[config.mk]
export PLATFORM = sky130hd
export DESIGN_NAME = kts_ctrl
export DESIGN_NICKNAME = d
export VERILOG_FILES = /design/src/design/keyframe_track_sampler_unit_defines.svh /design/src/design/kts_pkg.sv /design/src/design/kts_ctrl.sv
export SDC_FILE = /design/constraint.sdc
export NUM_CORES = 1
export LEC_CHECK = 0
export BUFFER_PORTS_ARGS = -buffer_cell sky130_fd_sc_hd__clkbuf_2
export CAP_MARGIN = 10
export CORE_UTILIZATION = 57
export CTS_CLUSTER_SIZE = 25
export DETAILED_ROUTE_END_ITERATION = 7
export GPL_TIMING_DRIVEN = 0
export PLACE_DENSITY = 0.77
export SLEW_MARGIN = 30
export SYNTH_ARGS = -nofsm -noshare
export SYNTH_HDL_FRONTEND = slang
export SYNTH_SLANG_ARGS = --single-unit
export TNS_END_PERCENT = 100
[constraint.sdc]
create_clock -name i_clk -period 1.9 [get_ports i_clk]
set_input_delay 0.19 -clock i_clk [delete_from_list [all_inputs] [get_ports i_clk]]
set_output_delay 0.19 -clock i_clk [all_outputs]
set_load 0.005 [all_outputs]
[src/design/keyframe_track_sampler_unit_defines.svh]
// Assertion macros for the keyframe track sampler.
// Included by the top level; no other dependencies.
`ifndef KEYFRAME_TRACK_SAMPLER_UNIT_DEFINES_SVH
`define KEYFRAME_TRACK_SAMPLER_UNIT_DEFINES_SVH
`ifndef ASSERT_OFF
`define KTS_ASSERT_IMPL(label, clk, rst_n, ante, cons) \
    label: assert property (@(posedge clk) disable iff (!rst_n) (ante) |-> (cons)) \
        else $error("assertion failed");
`define KTS_ASSERT_NEXT(label, clk, rst_n, ante, cons) \
    label: assert property (@(posedge clk) disable iff (!rst_n) (ante) |=> (cons)) \
        else $error("assertion failed");
`else
`define KTS_ASSERT_IMPL(label, clk, rst_n, ante, cons)
`define KTS_ASSERT_NEXT(label, clk, rst_n, ante, cons)
`endif
`endif

[src/design/kts_pkg.sv]
// Types, codes and controller/datapath interface of the keyframe track sampler.
// No dependencies.
package kts_pkg;

    typedef struct packed {
        logic               mode;
        logic [5:0]         key_index;
        logic [16:0]        key_percent;
        logic [16:0]        query_percent;
        logic signed [31:0] in_x;
        logic signed [31:0] in_y;
        logic signed [31:0] in_z;
        logic signed [31:0] in_w;
    } t_in_item;

    typedef struct packed {
        logic signed [31:0] out_x;
        logic signed [31:0] out_y;
        logic signed [31:0] out_z;
        logic signed [31:0] out_w;
        logic [5:0]         lower_key;
        logic [1:0]         status;
    } t_out_item;

    localparam logic [1:0] ST_LOAD   = 2'd0;
    localparam logic [1:0] ST_OK     = 2'd1;
    localparam logic [1:0] ST_CLAMP  = 2'd2;
    localparam logic [1:0] ST_ZERO_W = 2'd3;

    localparam logic MODE_LOAD   = 1'b0;
    localparam logic MODE_SAMPLE = 1'b1;

    localparam logic CFG_KEY_COUNT  = 1'b0;
    localparam logic CFG_VALUE_KIND = 1'b1;

    localparam logic [16:0] PCT_ONE = 17'h10000;

    localparam int          ITER_W       = 6;
    localparam logic [5:0]  F_DIV_LAST   = 6'd16;
    localparam logic [5:0]  SQRT_LAST    = 6'd31;
    localparam logic [1:0]  COMP_Z       = 2'd2;
    localparam logic [1:0]  COMP_W       = 2'd3;

    typedef enum logic [4:0] {
        S_IDLE, S_RD_FIRST, S_RD_LAST, S_CLASSIFY, S_SRCH, S_SRCH_WAIT,
        S_RD_PL, S_RD_PH, S_WIDTH, S_FDIV, S_F_DONE, S_VRD_LO, S_VRD_HI,
        S_VCAP, S_MUL, S_ADD, S_MAG, S_SHIFT, S_SQ, S_ACC, S_SQRT_INIT,
        S_SQRT, S_NDIV_LOAD, S_NDIV, S_NDIV_DONE, S_OUT
    } t_state;

    typedef enum logic [4:0] {
        OP_NONE, OP_ACCEPT, OP_RD_FIRST, OP_RD_LAST, OP_CLASSIFY, OP_SRCH_RD,
        OP_SRCH_UPD, OP_RD_PL, OP_RD_PH, OP_WIDTH, OP_DIV_STEP, OP_F_DONE,
        OP_VRD_LO, OP_VRD_HI, OP_VCAP, OP_MUL, OP_ADD, OP_MAG, OP_SHIFT,
        OP_SQ, OP_ACC, OP_SQRT_INIT, OP_SQRT_STEP, OP_NDIV_LOAD,
        OP_NDIV_DONE, OP_OUT
    } t_dp_op;

    typedef struct packed {
        t_dp_op     op;
        logic [1:0] comp;
    } t_dp_cmd;

    typedef struct packed {
        logic value_kind;
        logic below_first;
        logic above_last;
        logic search_more;
        logic zero_width;
        logic mag_zero;
        logic mag_norm;
    } t_dp_status;

endpackage

[src/design/kts_ctrl.sv]
// Sequencing state machine of the keyframe track sampler.
// Depends on kts_pkg.
module kts_ctrl #(
    parameter int VALUE_FRAC_BITS = 16
) (
    input  logic                i_clk,
    input  logic                i_rst_n,
    input  logic                i_in_valid,
    input  logic                i_in_mode,
    input  logic                i_out_ready,
    input  kts_pkg::t_dp_status i_status,
    output kts_pkg::t_dp_cmd    o_cmd,
    output logic                o_in_ready,
    output logic                o_out_valid
);
    kts_pkg::t_state               r_state, n_state;
    logic [kts_pkg::ITER_W-1:0]    r_cnt, n_cnt;
    logic [1:0]                    r_comp, n_comp;
    logic                          r_out_valid;
    logic                          out_free;
    logic [1:0]                    last_comp;

    assign out_free  = !r_out_valid || i_out_ready;
    assign last_comp = i_status.value_kind ? kts_pkg::COMP_W : kts_pkg::COMP_Z;

    always_comb begin
        n_state = r_state;
        n_cnt   = r_cnt;
        n_comp  = r_comp;
        case (r_state)
            kts_pkg::S_IDLE: begin
                if (i_in_valid) begin
                    n_state = (i_in_mode == kts_pkg::MODE_LOAD) ? kts_pkg::S_OUT
                                                                : kts_pkg::S_RD_FIRST;
                end
            end
            kts_pkg::S_RD_FIRST: n_state = kts_pkg::S_RD_LAST;
            kts_pkg::S_RD_LAST:  n_state = kts_pkg::S_CLASSIFY;
            kts_pkg::S_CLASSIFY: begin
                n_state = (i_status.below_first || i_status.above_last)
                          ? kts_pkg::S_VRD_LO : kts_pkg::S_SRCH;
            end
            kts_pkg::S_SRCH: begin
                n_state = i_status.search_more ? kts_pkg::S_SRCH_WAIT : kts_pkg::S_RD_PL;
            end
            kts_pkg::S_SRCH_WAIT: n_state = kts_pkg::S_SRCH;
            kts_pkg::S_RD_PL:     n_state = kts_pkg::S_RD_PH;
            kts_pkg::S_RD_PH:     n_state = kts_pkg::S_WIDTH;
            kts_pkg::S_WIDTH: begin
                n_cnt   = '0;
                n_state = i_status.zero_width ? kts_pkg::S_VRD_LO : kts_pkg::S_FDIV;
            end
            kts_pkg::S_FDIV: begin
                n_cnt = r_cnt + 1'b1;
                if (r_cnt == kts_pkg::F_DIV_LAST) begin
                    n_state = kts_pkg::S_F_DONE;
                end
            end
            kts_pkg::S_F_DONE: n_state = kts_pkg::S_VRD_LO;
            kts_pkg::S_VRD_LO: n_state = kts_pkg::S_VRD_HI;
            kts_pkg::S_VRD_HI: n_state = kts_pkg::S_VCAP;
            kts_pkg::S_VCAP: begin
                n_comp  = '0;
                n_state = kts_pkg::S_MUL;
            end
            kts_pkg::S_MUL: n_state = kts_pkg::S_ADD;
            kts_pkg::S_ADD: begin
                if (r_comp == last_comp) begin
                    n_state = i_status.value_kind ? kts_pkg::S_MAG : kts_pkg::S_OUT;
                end else begin
                    n_comp  = r_comp + 1'b1;
                    n_state = kts_pkg::S_MUL;
                end
            end
            kts_pkg::S_MAG: begin
                n_state = i_status.mag_zero ? kts_pkg::S_OUT : kts_pkg::S_SHIFT;
            end
            kts_pkg::S_SHIFT: begin
                if (i_status.mag_norm) begin
                    n_comp  = '0;
                    n_state = kts_pkg::S_SQ;
                end
            end
            kts_pkg::S_SQ: n_state = kts_pkg::S_ACC;
            kts_pkg::S_ACC: begin
                if (r_comp == kts_pkg::COMP_W) begin
                    n_state = kts_pkg::S_SQRT_INIT;
                end else begin
                    n_comp  = r_comp + 1'b1;
                    n_state = kts_pkg::S_SQ;
                end
            end
            kts_pkg::S_SQRT_INIT: begin
                n_cnt   = '0;
                n_state = kts_pkg::S_SQRT;
            end
            kts_pkg::S_SQRT: begin
                n_cnt = r_cnt + 1'b1;
                if (r_cnt == kts_pkg::SQRT_LAST) begin
                    n_comp  = '0;
                    n_state = kts_pkg::S_NDIV_LOAD;
                end
            end
            kts_pkg::S_NDIV_LOAD: begin
                n_cnt   = '0;
                n_state = kts_pkg::S_NDIV;
            end
            kts_pkg::S_NDIV: begin
                n_cnt = r_cnt + 1'b1;
                if (r_cnt == kts_pkg::ITER_W'(VALUE_FRAC_BITS)) begin
                    n_state = kts_pkg::S_NDIV_DONE;
                end
            end
            kts_pkg::S_NDIV_DONE: begin
                if (r_comp == kts_pkg::COMP_W) begin
                    n_state = kts_pkg::S_OUT;
                end else begin
                    n_comp  = r_comp + 1'b1;
                    n_state = kts_pkg::S_NDIV_LOAD;
                end
            end
            kts_pkg::S_OUT: begin
                if (out_free) begin
                    n_state = kts_pkg::S_IDLE;
                end
            end
            default: n_state = kts_pkg::S_IDLE;
        endcase
    end

    always_comb begin
        o_cmd.comp = r_comp;
        o_cmd.op   = kts_pkg::OP_NONE;
        case (r_state)
            kts_pkg::S_IDLE:      o_cmd.op = i_in_valid ? kts_pkg::OP_ACCEPT : kts_pkg::OP_NONE;
            kts_pkg::S_RD_FIRST:  o_cmd.op = kts_pkg::OP_RD_FIRST;
            kts_pkg::S_RD_LAST:   o_cmd.op = kts_pkg::OP_RD_LAST;
            kts_pkg::S_CLASSIFY:  o_cmd.op = kts_pkg::OP_CLASSIFY;
            kts_pkg::S_SRCH: begin
                o_cmd.op = i_status.search_more ? kts_pkg::OP_SRCH_RD : kts_pkg::OP_NONE;
            end
            kts_pkg::S_SRCH_WAIT: o_cmd.op = kts_pkg::OP_SRCH_UPD;
            kts_pkg::S_RD_PL:     o_cmd.op = kts_pkg::OP_RD_PL;
            kts_pkg::S_RD_PH:     o_cmd.op = kts_pkg::OP_RD_PH;
            kts_pkg::S_WIDTH:     o_cmd.op = kts_pkg::OP_WIDTH;
            kts_pkg::S_FDIV:      o_cmd.op = kts_pkg::OP_DIV_STEP;
            kts_pkg::S_F_DONE:    o_cmd.op = kts_pkg::OP_F_DONE;
            kts_pkg::S_VRD_LO:    o_cmd.op = kts_pkg::OP_VRD_LO;
            kts_pkg::S_VRD_HI:    o_cmd.op = kts_pkg::OP_VRD_HI;
            kts_pkg::S_VCAP:      o_cmd.op = kts_pkg::OP_VCAP;
            kts_pkg::S_MUL:       o_cmd.op = kts_pkg::OP_MUL;
            kts_pkg::S_ADD:       o_cmd.op = kts_pkg::OP_ADD;
            kts_pkg::S_MAG:       o_cmd.op = kts_pkg::OP_MAG;
            kts_pkg::S_SHIFT:     o_cmd.op = kts_pkg::OP_SHIFT;
            kts_pkg::S_SQ:        o_cmd.op = kts_pkg::OP_SQ;
            kts_pkg::S_ACC:       o_cmd.op = kts_pkg::OP_ACC;
            kts_pkg::S_SQRT_INIT: o_cmd.op = kts_pkg::OP_SQRT_INIT;
            kts_pkg::S_SQRT:      o_cmd.op = kts_pkg::OP_SQRT_STEP;
            kts_pkg::S_NDIV_LOAD: o_cmd.op = kts_pkg::OP_NDIV_LOAD;
            kts_pkg::S_NDIV:      o_cmd.op = kts_pkg::OP_DIV_STEP;
            kts_pkg::S_NDIV_DONE: o_cmd.op = kts_pkg::OP_NDIV_DONE;
            kts_pkg::S_OUT:       o_cmd.op = out_free ? kts_pkg::OP_OUT : kts_pkg::OP_NONE;
            default:              o_cmd.op = kts_pkg::OP_NONE;
        endcase
    end

    always_ff @(posedge i_clk) begin
        if (!i_rst_n) begin
            r_state     <= kts_pkg::S_IDLE;
            r_cnt       <= '0;
            r_comp      <= '0;
            r_out_valid <= 1'b0;
        end else begin
            r_state <= n_state;
            r_cnt   <= n_cnt;
            r_comp  <= n_comp;
            if (o_cmd.op == kts_pkg::OP_OUT) begin
                r_out_valid <= 1'b1;
            end else if (i_out_ready) begin
                r_out_valid <= 1'b0;
            end
        end
    end

    assign o_in_ready  = (r_state == kts_pkg::S_IDLE);
    assign o_out_valid = r_out_valid;
endmodule

==> Word-level counts from Yosys, hierarchy flattened <==
Cells that the tools add are included.
Widths: inputs -> output; s select.
{ "op_classes": {"add_sub_neg": 2, "n_eq_ne": 38, "muxes": 29, "n_reduce_logical": 13} }
{ "ops": {"columns": ["op", "n"], "rows": [
  ["$pmux 5 s26", 1],
  ["$pmux 5 s25", 1],
  ["$eq 5x5->1 const B", 11],
  ["$mux 5", 9],
  ["$eq 5x4->1 const B", 8],
  ["$eq 5x3->1 const B", 4],
  ["$mux 4", 4],
  ["$ne 2x2->1 const B", 8],
  ["$eq 6x5->1 const B", 2],
  ["$mux 2", 6],
  ["$pmux 6 s2", 1],
  ["$eq 5x2->1 const B", 2],
  ["$pmux 2 s5", 1],
  ["$add 6x1->6 const B", 1],
  ["$mux 3", 2],
  ["$reduce_and 6->1", 1],
  ["$reduce_or 3->1", 2],
  ["$eq 5x1->1 const B", 1],
  ["$logic_not 5->1", 1],
  ["$reduce_and 5->1", 1],
  ["$reduce_bool 5->1", 1],
  ["$mux 1", 4],
  ["$reduce_bool 2->1", 2],
  ["$reduce_or 2->1", 2],
  ["5 further kinds", 6]
]} }
{ "word_totals": {"regBits": 14, "input_bits": 12, "out_inout_bits": 9, "word_cells": 86} }

==> Logic depth before layout (Yosys ltp) <==
{ "depth": {"ltp_word": 6, "ltp_mapped": 7} }

==> Least setup slack after synthesis <==
OpenSTA, ideal clock, no wires.
{ "synth_path": {"kind": "register to register", "from": "register r_state[0]", "to": "register r_state[4]", "setup_time_ns": 0.115, "arrival_time_ns": 1.611, "path_slack_ns": 0.173, "stages_incl_launch_ff": 7, "path_buffers": 2, "cell_sequence": "dfxtp_1 -> buf_6 -> or3_1 -> buf_6 -> or3_4 -> o2111a_4 -> a31o_1"} }
{ "synth_between": {"elab_chain_len": 3} }
{ "synth_lines": {"columns": ["element", "line", "text"], "rows": [
  ["from (decl)", "kts_ctrl.sv:16", "kts_pkg::t_state r_state, n_state;"],
  ["from (signal assigned)", "kts_ctrl.sv:169", "r_state <= kts_pkg::S_IDLE;"],
  ["from (signal assigned)", "kts_ctrl.sv:174", "r_state <= n_state;"],
  ["$eq 5x5->1, or another cell as far along", "kts_ctrl.sv:30", "case (r_state)"],
  ["$ne 2x2->1 (no source line)", null, null],
  ["$reduce_and 6->1 (no source line)", null, null]
]} }
Parallel ways exist; a longest one is shown, timed or not.
A chain may end at the register's enable or synchronous reset.

==> qor.txt <==
Slew @ Worst Pin: 571 ps
Antenna viol nets, final: 0
Hold Crit Class: input port to flop
Worst VDD drop: 0.955 mV
IO Count: 21
Nets: 234
YS warnings: 0
Final hold slack: 250 ps
Post-synthesis compound-gate area fraction: 28.2%
Initial antenna violation count: 0
Drc violations: 0
Multiplexer area fraction after synthesis: 2.15%
Asr flop ratio synth: 0%
Iter 0 DRT Violations: 100
Clk sink count: 14
Vias: 1616
CTS hold repair buffers: 0
GP Congestion: 0.974
Crit share post-route: 98.0%
Largest cells by area after synthesis: dfxtp_1, nand2_1, nor2b_1
Routed vias/inst: 6.57
Crit Path Max Fanout: 10
Largest net degree at the start of global routing: 11
Die area: 2650 µm²
Hold Fails Final Rpt: 0
DRT Wirelength: 4070 µm
Status: finished, final reports clean
Largest family of logic cells by synthesized area: simple AND/OR/NAND/NOR gates
XOR/XNOR Fraction of Synth Area: 1.88%
Post-synth top flop: dfxtp_1
PD cells: 1220 nW/µm²
Layout cell share with drive strength beyond 1: 23.9%
Synthesized area per cell: 7.17 µm²
Layout area overhead: 20.1%
Worst Path Required: 1710 ps
Slew Limit Fails: 0
Synth area leader: dfxtp_1
LEAKAGE: 0.658 nW
Clock-pin slew on the worst setup and hold paths: 80 ps
Yosys reg bits: 14
Drt first pass iters: 5
Port Buf Inserts: 19
Mapped cell area: 1400 µm²
TritonCTS clock tree: built
First-pass GRT wire length: 6740 µm
Maximum clock insertion buffer count: 2
N_diodes: 0
Synth top area share: 20.1%
Post-DP HPWL: 3060 µm
Die width: 51.5 µm
Final setup violation count: 0
Core area: 2250 µm²
Seq/Total Area, Yosys: 20.1%
Synth Instances: 195
Num CTS Buffers: 3
Vias in the first global route: 1487
Kind of critical path: flop to output port
Slew HR: 61.4%
DR WL/cell: 16.5 µm
Synth Area in Adders: 3.40%
Startpoint types: flop
H-Tree Depth: 1
Commonest cells in the netlist: nand2_1, dfxtp_1, nor2_1, o21ai_0
Effective utilization at floorplan: 62.0%
FMAX: 537 MHz
Unique masters post-synth: 53
Setup Skew: 7.14 ps
Row cnt: 17
Worst EP arrival: 1670 ps
Final Non-Filler Cells: 246
Most common cell in the netlist: nand2_1
RSZ-0062 raised after global routing: true
Clock Tree Root: clkbuf_4
Die Ht: 51.5 µm
Crit end category: output port
Synthesized net count: 210
Placed cell count: 242
Max-Cap Viols: 0
Post-synth EDFFs: 0
Tot GR Track Use: 33.6%
Grt ovf: 0
Post-synthesis simple-gate area fraction: 36.5%
Minimum clock period: 1860 ps
Clk Latency, worst-skew pair: 290 ps
==> registers in the layout, indices dropped and copies added (netlist names) <==
signal and cells:
r_state 5, r_comp 2, o_out_valid 1, r_cnt 6
==> power breakdown <==
group	total, mW	switching, mW	leakage [nW]	internal (mW)
registers	0.395	0.0523	0.115	0.342
clock network	0.224	0.107	0.0210	0.117
logic	1.43	0.789	0.521	0.644
==> area by class of cell <==
class	instances	area, µm²
clock buffer	4	36.3
tap	28	35.0
multi-input combinational	158	1040
buffer	17	161
fill	185	576
sequential	14	287
timing repair buffer	19	95.1
inverter	6	22.5
==> metal layers <==
layer  GRT usage, %  vias to the layer above  wire [µm]  part of all wire [%]
met2           52.4                      120       1770                    44
li1               -                      756          -                     -
met5              0                        -          0                     0
met3           10.5                       14        456                    11
met4           10.4                        0         93                   2.3
met1           44.0                      726       1740                    43
==> path summary, 6_finish.rpt <==
check | slack, ps | cells past startpoint | start | endpoint
min | 250 | 3 | i_out_ready | o_out_valid$_SDFFE_PN0P_
max | 40 | 7 | r_state[3]$_SDFFE_PN0P_ | o_cmd[2]
max reg2reg | 60 | 7 | r_state[0]$_SDFFE_PN0P_ | r_state[2]$_SDFFE_PN0P_
min reg2reg | 520 | 2 | r_cnt[5]$_SDFFE_PN0P_ | r_cnt[5]$_SDFFE_PN0P_
==> repair_timing <==
item | CTS | global route
pin swaps | 0 | 2
endpoints found under the hold margin | 0 | 0
endpoints found under the setup margin | 7 | 7
gates cloned | 0 | 0
resized for setup | 26 | 19
buffers inserted | 0 | 0
==> critical path, stage by stage, from the launching register on <==
cell and delay, ps:
dfxtp_2 360, buf_4 180, nor2_2 260, nand3_1 170, inv_1 120, nand2_1 70, o211ai_1 80, clkbuf_2 150
==> stage by stage <==
step	setup WS (ps)	total power [mW]	util, %	setup TNS [ps]	area [µm²]
after global placement	-198	1.57	67.8	-365	1530
after global routing	-43.0	2.18	74.5	-72.2	1680
after detailed placement	-163	1.59	67.8	-348	1530
after CTS	20.8	1.92	72.1	0	1630
after floorplan	173	1.28	-	0	1400
final	37.8	2.05	74.5	0	1680
==> cell usage in the layout, fill, tap and decap left out, types with 2 or more instances in the layout <==
master    synthesis  final
nand2_1          19     19
clkbuf_2          0     19
o21ai_0          12     11
dfxtp_1          14     11
nand3_1          10     10
nor2_1           12     10
nor2b_1          10      9
a21oi_1           9      9
nor3_1            7      7
inv_1             6      6
buf_4             0      5
nand2b_1          5      5
and2_1            5      5
a21boi_0          5      5
buf_6             2      4
buf_8             0      4
clkbuf_4          0      4
o211ai_1          4      4
o21a_1            3      3
o22ai_1           3      3
clkbuf_1          6      3
nand4_1           3      3
or3_1             3      3
nand3b_1          3      3
mux2i_1           3      3
o32ai_1           3      3
nor4_1            4      3
ha_1              3      3
o21ai_1           1      2
or2_2             2      2
nor3b_1           2      2
and3_1            2      2
xor2_1            2      2
o211a_1           2      2
dfxtp_2           0      2
==> logic make-up after synthesis <==
| family | Yosys count |
|---|---|
| compound gates | 55 |
| xor+xnor | 3 |
| fa+ha+maj | 4 |
| buf+inv | 23 |
| flops | 14 |
| mux | 3 |
| simple gates | 93 |
Note: power is estimated with default switching activity, not from simulation.
